<file path="config.mk">
export PLATFORM = sky130hd
export DESIGN_NAME = pts_rectifier
export DESIGN_NICKNAME = d
export VERILOG_FILES = /design/src/sv/pts_rect_pkg.sv /design/src/sv/pts_rectifier.sv
export VERILOG_INCLUDE_DIRS = /design/src /design/src/sv
export SDC_FILE = /design/constraint.sdc
export NUM_CORES = 1
export LEC_CHECK = 0
export BUFFER_PORTS_ARGS = -buffer_cell sky130_fd_sc_hd__buf_2
export CAP_MARGIN = 40
export CORE_UTILIZATION = 55
export DETAILED_ROUTE_END_ITERATION = 10
export GPL_ROUTABILITY_DRIVEN = 0
export GPL_TIMING_DRIVEN = 0
export PLACE_DENSITY = 0.72
export SYNTH_ARGS = -nofsm -noshare
export SYNTH_HDL_FRONTEND = slang
export SYNTH_SLANG_ARGS = --single-unit
</file>
<file path="constraint.sdc">
create_clock -name clk_i -period 19.96 [get_ports clk_i]
set_input_delay 3.992 -clock clk_i [delete_from_list [all_inputs] [get_ports clk_i]]
set_output_delay 3.992 -clock clk_i [all_outputs]
set_load 0.01 [all_outputs]
</file>
<file path="src/sv/pts_rectifier_macros.svh">
// Assertion helpers for the timestamp rectifier.
`ifndef PTS_RECTIFIER_MACROS_SVH
`define PTS_RECTIFIER_MACROS_SVH

`ifndef NO_ASSERTIONS

`define PTS_ASSERT(lbl, clk, rst_n, prop) \
  lbl: assert property (@(posedge clk) disable iff (!rst_n) prop) \
    else $error("pts_rectifier: assertion failed");

`define PTS_ASSERT_CLK(lbl, clk, prop) \
  lbl: assert property (@(posedge clk) prop) \
    else $error("pts_rectifier: assertion failed");

`else

`define PTS_ASSERT(lbl, clk, rst_n, prop)

`define PTS_ASSERT_CLK(lbl, clk, prop)

`endif

`endif

</file>
<file path="src/sv/pts_rect_pkg.sv">
package pts_rect_pkg;

  localparam int FRAC_BITS_DEF = 16;
  localparam int TIME_BITS_DEF = 48;

  localparam int DUR_W  = 26;
  localparam int LAST_W = 64;
  localparam int PTS_W  = 32;
  localparam int CFG_W  = 26;
  localparam int IDX_W  = 2;
  localparam int FUNC_W = 2;

  localparam logic [DUR_W-1:0] AUDIO_DUR_RST = DUR_W'(1398101);
  localparam logic [DUR_W-1:0] VIDEO_DUR_RST = DUR_W'(2621440);

  localparam logic [PTS_W:0] PTS_MOD = {1'b0, 32'hffff_ffff};

  typedef enum logic [FUNC_W-1:0] {
    FUNC_RESET = 2'd0,
    FUNC_AUDIO = 2'd1,
    FUNC_VIDEO = 2'd2
  } func_e;

  typedef enum logic [IDX_W-1:0] {
    REG_AUDIO_DUR  = 2'd0,
    REG_VIDEO_DUR  = 2'd1,
    REG_AUDIO_RECT = 2'd2,
    REG_VIDEO_RECT = 2'd3
  } reg_idx_e;

  // 2^32 == 1 mod (2^32 - 1): fold the high word onto the low word, then
  // one conditional subtract (upper word is under 2^24 for any legal shift).
  function automatic logic [PTS_W-1:0] pts_mod(input logic [LAST_W-1:0] v);
    logic [PTS_W:0] sum;
    logic [PTS_W:0] red;
    sum = {1'b0, v[LAST_W-1:PTS_W]} + {1'b0, v[PTS_W-1:0]};
    red = (sum >= PTS_MOD) ? (sum - PTS_MOD) : sum;
    return red[PTS_W-1:0];
  endfunction

endpackage

</file>
<file path="src/sv/pts_rectifier.sv">
// An accepted input beat reaches its result beat through the input register,
// then the result register; out_stall_i can hold the beat in either.
// Throughput: one beat per cycle while out_stall_i is low; the update of the per-stream
// last timestamp as each beat fires sets the pace. Reset and unused selectors give no result.
// Reset (rst_ni low, async): valids cleared, start time and last timestamps
// zero, frame durations and rectify flags at their defaults.
`include "pts_rectifier_macros.svh"

module pts_rectifier #(
  parameter int FRAC_BITS = pts_rect_pkg::FRAC_BITS_DEF,
  parameter int TIME_BITS = pts_rect_pkg::TIME_BITS_DEF
) (
  input  logic                               clk_i,
  input  logic                               rst_ni,
  input  logic                               cfg_we_i,
  input  logic [pts_rect_pkg::IDX_W-1:0]     cfg_idx_i,
  input  logic [pts_rect_pkg::CFG_W-1:0]     cfg_data_i,
  input  logic                               in_valid_i,
  output logic                               in_stall_o,
  input  logic [pts_rect_pkg::FUNC_W-1:0]    func_i,
  input  logic [TIME_BITS-1:0]               now_ms_i,
  output logic                               out_valid_o,
  input  logic                               out_stall_i,
  output logic [pts_rect_pkg::PTS_W-1:0]     pts_o,
  output logic                               stream_o
);
  import pts_rect_pkg::*;

  logic [DUR_W-1:0]     adur_q, adur_d, vdur_q, vdur_d;
  logic                 arect_q, arect_d, vrect_q, vrect_d;

  logic                 in_valid_q, in_valid_d;
  logic [FUNC_W-1:0]    func_q;
  logic [TIME_BITS-1:0] now_q;

  logic [TIME_BITS-1:0] start_q, start_d;
  logic [LAST_W-1:0]    alast_q, alast_d, vlast_q, vlast_d;

  logic                 out_valid_q, out_valid_d;
  logic [PTS_W-1:0]     pts_q;
  logic                 stream_q;

  logic                 adv, in_ready, load_in, fire, is_audio, is_video, has_res;
  logic [DUR_W-1:0]     sel_dur;
  logic [LAST_W-1:0]    sel_last, pred, pred_ms, el64, diff, thresh, new_last, new_ms;
  logic                 sel_rect, hit;
  logic [TIME_BITS-1:0] elapsed;
  logic [PTS_W-1:0]     pts_d;

  // handshake
  assign adv        = !out_valid_q || !out_stall_i;
  assign in_ready   = !in_valid_q || adv;
  assign in_stall_o = !in_ready;
  assign load_in    = in_valid_i && in_ready;
  assign fire       = in_valid_q && adv;

  assign is_audio = (func_e'(func_q) == FUNC_AUDIO);
  assign is_video = (func_e'(func_q) == FUNC_VIDEO);
  assign has_res  = is_audio || is_video;

  // datapath
  assign elapsed  = now_q - start_q;
  assign sel_dur  = is_video ? vdur_q  : adur_q;
  assign sel_last = is_video ? vlast_q : alast_q;
  assign sel_rect = is_video ? vrect_q : arect_q;

  assign pred     = sel_last + LAST_W'(sel_dur);
  assign pred_ms  = pred >> FRAC_BITS;
  assign el64     = LAST_W'(elapsed);
  assign diff     = (el64 >= pred_ms) ? (el64 - pred_ms) : (pred_ms - el64);
  assign thresh   = LAST_W'(sel_dur) >> (FRAC_BITS + 1);
  assign hit      = sel_rect && (diff < thresh);
  assign new_last = hit ? pred : (el64 << FRAC_BITS);
  assign new_ms   = new_last >> FRAC_BITS;
  assign pts_d    = pts_mod(new_ms);

  always_comb begin
    adur_d  = adur_q;
    vdur_d  = vdur_q;
    arect_d = arect_q;
    vrect_d = vrect_q;
    if (cfg_we_i) begin
      case (reg_idx_e'(cfg_idx_i))
        REG_AUDIO_DUR:  adur_d  = cfg_data_i[DUR_W-1:0];
        REG_VIDEO_DUR:  vdur_d  = cfg_data_i[DUR_W-1:0];
        REG_AUDIO_RECT: arect_d = cfg_data_i[0];
        REG_VIDEO_RECT: vrect_d = cfg_data_i[0];
        default: ;
      endcase
    end
  end

  always_comb begin
    in_valid_d  = in_ready ? in_valid_i : in_valid_q;
    out_valid_d = adv ? (in_valid_q && has_res) : out_valid_q;
    start_d     = start_q;
    alast_d     = alast_q;
    vlast_d     = vlast_q;
    if (fire) begin
      case (func_e'(func_q))
        FUNC_RESET: start_d = now_q;
        FUNC_AUDIO: alast_d = new_last;
        FUNC_VIDEO: vlast_d = new_last;
        default: ;
      endcase
    end
  end

  always_ff @(posedge clk_i or negedge rst_ni) begin
    if (!rst_ni) begin
      adur_q      <= AUDIO_DUR_RST;
      vdur_q      <= VIDEO_DUR_RST;
      arect_q     <= 1'b1;
      vrect_q     <= 1'b1;
      in_valid_q  <= 1'b0;
      out_valid_q <= 1'b0;
      start_q     <= '0;
      alast_q     <= '0;
      vlast_q     <= '0;
    end else begin
      adur_q      <= adur_d;
      vdur_q      <= vdur_d;
      arect_q     <= arect_d;
      vrect_q     <= vrect_d;
      in_valid_q  <= in_valid_d;
      out_valid_q <= out_valid_d;
      start_q     <= start_d;
      alast_q     <= alast_d;
      vlast_q     <= vlast_d;
    end
  end

  always_ff @(posedge clk_i) begin
    if (load_in) begin
      func_q <= func_i;
      now_q  <= now_ms_i;
    end
    if (fire && has_res) begin
      pts_q    <= pts_d;
      stream_q <= is_video;
    end
  end

  assign out_valid_o = out_valid_q;
  assign pts_o       = pts_q;
  assign stream_o    = stream_q;

  `PTS_ASSERT(a_rose_needs_req, clk_i, rst_ni, $rose(out_valid_o) |-> $past(in_valid_q && (func_q == FUNC_AUDIO || func_q == FUNC_VIDEO)))
  `PTS_ASSERT(a_pts_below_mod, clk_i, rst_ni, out_valid_o |-> (pts_o != PTS_MOD[PTS_W-1:0]))
  `PTS_ASSERT(a_video_stream, clk_i, rst_ni, (fire && is_video) |=> (out_valid_o && stream_o))
  `PTS_ASSERT(a_start_load, clk_i, rst_ni, (fire && func_q == FUNC_RESET) |=> (start_q == $past(now_q)))
  `PTS_ASSERT_CLK(a_rst_empty, clk_i, !rst_ni |-> (!out_valid_o && !in_stall_o))

endmodule
</file>
# ---- Word level (Yosys, flattened, before mapping)
# Index checks and enable logic that the tools add are counted.
# Widths: inputs -> output; s select.
dict set report word_totals {
  regBits 315
  latchBits 0
  romBits 0
  in_bits 83
  ramBits 0
  memories 0
}
dict set report classes {
  n_reduce_logical 21
  n_addsub 6
  div_mod_pow 0
  n_mul 0
  n_lt_le_gt_ge 3
  eq_ne 5
  bitwise 0
  mux 6
  n_shift 0
}
# operator count
set ops {}
lappend ops {{$mux 64} 3}
lappend ops {{$sub 48x48->49} 2}
lappend ops {{$add 64x26->64} 1}
lappend ops {{$lt 64x9->1} 1}
lappend ops {{$ge 48x48->1} 1}
lappend ops {{$sub 48x48->48} 1}
lappend ops {{$add 16x32->33} 1}
lappend ops {{$ge 33x32->1 const B} 1}
lappend ops {{$mux 32} 1}
lappend ops {{$sub 32x32->32 const B} 1}
lappend ops {{$mux 26} 1}
lappend ops {{$reduce_and 2->1} 7}
lappend ops {{$eq 2x2->1 const B} 3}
lappend ops {{$logic_and 1x1->1} 5}
lappend ops {{$eq 2x1->1 const B} 2}
lappend ops {{$logic_not 1->1} 4}
lappend ops {{$logic_not 2->1} 2}
lappend ops {{$logic_or 1x1->1} 3}
lappend ops {{$mux 1} 1}

# ---- Longest topological paths before layout
dict set report depth {
  depth_word 11
  depth_mapped 86
  ltp_nobuf 70
}

# ---- Worst setup path after synthesis
# Ideal clock, no wire load.
dict set report synth_path {
  kind {flip-flop to flip-flop}
  start {register func_q[0]}
  end {register pts_q[21], in the netlist pts_o[21], data pin}
  arrival_time_ns 17.226
  n_path_buf 17
  setup_time_ns 0.255
  path_slack_ns 2.479
  path_stages_with_launch 80
  cell_sequence {edfxtp_1 -> inv_1 -> ha_1 -> buf_2 -> buf_2 -> buf_1 -> buf_1 -> buf_1 -> clkbuf_1 -> clkbuf_1 -> clkbuf_1 -> clkbuf_1 -> clkbuf_1 -> mux2_2 -> ha_1 -> inv_1 -> fa_1 -> nand2b_1 -> [44 not listed] -> fa_1 -> inv_1 -> a21oi_1 -> o21bai_1 -> a21o_1 -> a31o_2 -> a221oi_1 -> a21oi_1 -> a311o_1 -> a31oi_1 -> clkbuf_1 -> nor2_1 -> a21oi_1 -> nand3_1 -> or4b_2 -> a211oi_1 -> nand4_1 -> and3_1}
}
dict set report synth_via {
  elab_chain_len 11
  elab_cells_between_ends 16
  cone_classes {add/sub (5); order compare (3); eq/ne (1); mux (6); reduce/logical (1)}
}
# element line
set synth_lines {}
lappend synth_lines {{start: declaration} pts_rectifier.sv:33} ;# logic [FUNC_W-1:0] func_q;
lappend synth_lines {{start signal: assignment} pts_rectifier.sv:135} ;# func_q <= func_i;
lappend synth_lines {{$eq 2x2->1 *} pts_rectifier.sv:58} ;# assign is_video = (func_e'(func_q) == FUNC_VIDEO);
lappend synth_lines {{via is_video} pts_rectifier.sv:43} ;# logic adv, in_ready, load_in, fire, is_audio, is_video, has_res;
lappend synth_lines {{$mux 64 / $mux 26 (equally long branches)} {pts_rectifier.sv:64, pts_rectifier.sv:63}}
lappend synth_lines {{$add 64x26->64} pts_rectifier.sv:67} ;# assign pred = sel_last + LAST_W'(sel_dur);
lappend synth_lines {{$sub 48x48->49 / $ge 48x48->1 (equally long branches)} pts_rectifier.sv:70} ;# assign diff = (el64 >= pred_ms) ? (el64 - pred_ms) : (pred_ms - el64);
lappend synth_lines {{$mux 64} pts_rectifier.sv:70}
lappend synth_lines {{$lt 64x9->1} pts_rectifier.sv:72} ;# assign hit = sel_rect && (diff < thresh);
lappend synth_lines {{$logic_and 1x1->1} pts_rectifier.sv:72}
lappend synth_lines {{$mux 64 *} pts_rectifier.sv:73} ;# assign new_last = hit ? pred : (el64 << FRAC_BITS);
lappend synth_lines {{via new_last[16]} pts_rectifier.sv:45} ;# logic [LAST_W-1:0] sel_last, pred, pred_ms, el64, diff, thresh, new_last, new_ms;
lappend synth_lines {{$add 16x32->33 *} pts_rect_pkg.sv:36} ;# sum = {1'b0, v[LAST_W-1:PTS_W]} + {1'b0, v[PTS_W-1:0]};
lappend synth_lines {{$sub 32x32->32 / $ge 33x32->1 (equally long branches)} pts_rect_pkg.sv:37} ;# red = (sum >= PTS_MOD) ? (sum - PTS_MOD) : sum;
lappend synth_lines {{$mux 32 *} pts_rect_pkg.sv:37}
lappend synth_lines {{via pts_d[21]} pts_rectifier.sv:48} ;# logic [PTS_W-1:0] pts_d;
lappend synth_lines {{end signal: assignment} pts_rectifier.sv:139} ;# pts_q <= pts_d;
lappend synth_lines {{end: declaration} pts_rectifier.sv:40} ;# logic [PTS_W-1:0] pts_q;
# Mark *: on every way through the listed nets, which the timed path passes. The rest lies on a longest branch.
# A chain may end at the register's enable or synchronous reset.

# ---- Worst setup path after layout
# Same ends and word-level chain as after synthesis.

==> impl_metrics.ini <==
[die]
core_area_um2 = 46600
rows = 79
start_util_pct = 55.7
die_h_um = 219
ios = 118
die-area_um2 = 48000
chipWidth_um = 219

[setup_path]
slowest_delay_ns = 0.79
start_kind = register
required_ns = 20.23
path_max_fanout = 28
cp-end-kind = register
arrival_ns = 19.63
slowest_stage = a21oi_1
path_class = reg -> reg

[synthesis]
synth_area_um2 = 25900
synth_seq_cells = 315
yosys_warnings = 0
synth-edff-count = 83
avgSynthCellArea_um2 = 8.55
synth_flop_cell = dfrtp_1
synthCells = 3033
synth_nets = 3316
synthArstFlopShare_pct = 73.7
yosysUniqueCellTypes = 93
yosysSeqAreaShare_pct = 32.1

[global_route]
grt_pass1_wl_um = 125000
grt_max_degree = 128
grt_antenna_before_repair = 0
grtUsageTotal_pct = 33.6
grt_overflow_total = 0
grt_pass1_vias = 22700

[timing]
hold_ws_ns = 0.475
tightestPinTransition_ns = 1.01
final-setup-viol-count = 0
fin_worst_skew_ns = 0.0231
final.min_clock_period_ns = 19.36
rsz0062_at_grt = false
timing.final.hold_violations = 0
tns_ns = 0
timing.final.crit_share_pct = 97.0
drv_slew = 0
worst_slack_ns = 0.596
fmax_ghz = 0.0516
slew_headroom_pct = 32.0

[route]
ant_nets = 0
num_vias = 24100
drcViolationCount = 0
post_drt_wl_per_cell_um = 21.6
finalWirelength_um = 82400
first_iter_violations = 2811
first_pass_iters = 6
vias_per_cell = 6.31

[placed_design]
io_buffers = 117
hpwl_um = 65200
place_ws_ns = -5.04

[clock_network]
clk_latency_ns = 0.55
clockBufferDepth = 3
clkSinkCount = 315
clkTransAtPathRegs_ns = 0.06
cts_tree = built
cts_inserted_buffers = 34
htree_num_levels = 2
ctsRootBufferMaster = clkbuf_16

[final_layout]
final-seq-area_um2 = 8320
utilization_pct = 61.8
nFillCells = 3899
nets = 3471
synthToLayoutAreaGrowth_pct = 10.9
multiInputGateArea_um2 = 16400
diodes = 0
layout-drive-gt1-share_pct = 14.1

[min_path]
hold_class = reg -> reg

[status]
status = finished clean

[run]
drv_cap = 0
cell families (layout without fill, tap and decap cells):
logic type	Yosys count	after routing	synth area share, %
xor gates and xnor gates	211	211	7.13
AOI/OAI and AO/OA	846	846	20.5
buffers and inverters	368	549	5.45
muxes	218	218	9.25
and+or+nand+nor	875	875	15.8
DFF	315	315	32.1
adders and majority gates	200	200	9.79
area by class of cell:
| type | instances | share of cell area [%] |
|---|---|---|
| plain buffers | 117 | 1.82 |
| inverters | 240 | 3.13 |
| well taps | 607 | 2.64 |
| repair buffers | 130 | 2.50 |
| clock inverters | 14 | 0.757 |
| clock buffers | 48 | 3.21 |
| multi-input cells | 2350 | 57.0 |
| flip-flops and latches | 315 | 28.9 |
sequential cells by signal, indices dropped and copies added (netlist names):
register / count
alast_q: 64
vlast_q: 64
now_q: 48
start_q: 48
pts_o: 32
adur_q: 26
vdur_q: 26
func_q: 2
arect_q: 1
in_valid_q: 1
out_valid_o: 1
stream_o: 1
vrect_q: 1
final timing paths:
kind,start,endpoint,slack [ns],depth (start not counted)
setup / recovery,func_q[0],pts_o[21],0.60,73
min in group asynchronous,rst_ni,vlast_q[51],3.49,1
hold reg to reg,alast_q[2],alast_q[2],0.47,2
setup reg to reg,func_q[0],pts_o[21],0.60,73
max in group asynchronous,rst_ni,vdur_q[18],15.32,2
hold / removal,alast_q[2],alast_q[2],0.47,2
synth_stat cells (23+ instances only):
master	instances	area (µm²)
inv_1	239	897
and3_1	27	169
o21ai_0	212	1060
clkbuf_1	93	349
o21a_1	26	195
a21o_1	88	661
nand4_1	34	213
and2_1	23	144
mux2_2	156	1760
mux2i_1	59	591
nand3_1	66	330
o21bai_1	46	345
dfrtp_1	217	5430
xnor2_1	129	1130
nor3_1	52	260
nor2_1	214	803
ha_1	195	2440
nand2b_1	30	188
a21oi_1	279	1400
edfxtp_1	83	2490
a31oi_1	29	181
nand2_1	315	1180
xor2_1	82	718
metal layers:
metal / track usage [%] / vias to the layer above / wire (µm)
li1: - / 11000 / -
met1: 46.3 / 11400 / 35000
met2: 49.6 / 1352 / 34400
met3: 6.40 / 281 / 8040
met4: 18.5 / 0 / 4860
met5: 0 / - / 0
cell usage in the layout (no fill, tap or decap), drive strengths merged, types with 46 or more instances in the layout:
master	count
inv	242
nor2	214
mux2	157
nor3	52
ha	195
xnor2	129
buf	159
nand2	315
a21oi	281
clkbuf	136
dfrtp	217
o21bai	46
xor2	82
a21o	88
mux2i	61
o21ai	219
nand3	67
edfxtp	83
stage by stage:
stage                     cells  area (µm²)
after detailed placement   3764       27400
after CTS                  3826       28600
final                      3821       28800
after global placement     3757       27300
after global routing       3821       28800
after floorplan            3033       25900
what timing repair did:
item,in CTS,in global routing
hold buffers,0,0
gates resized for setup,34,39
buffers inserted,3,3
pin swaps,2,4
cloned,0,0
setup endpoints to repair,32,32
critical path, delay by kind of cell, from the launching register on:
| kind | cells | cell delay, ns |
|---|---|---|
| compound gates | 25 | 6.52 |
| xor+xnor | 2 | 0.43 |
| mux | 2 | 0.50 |
| fa+ha+maj | 6 | 1.87 |
| flops | 1 | 0.39 |
| buf+inv | 20 | 5.00 |
| simple gates | 18 | 4.30 |
Power is not shown: default switching activity piles up to over one toggle a cycle in this logic, so the estimate is an artifact.
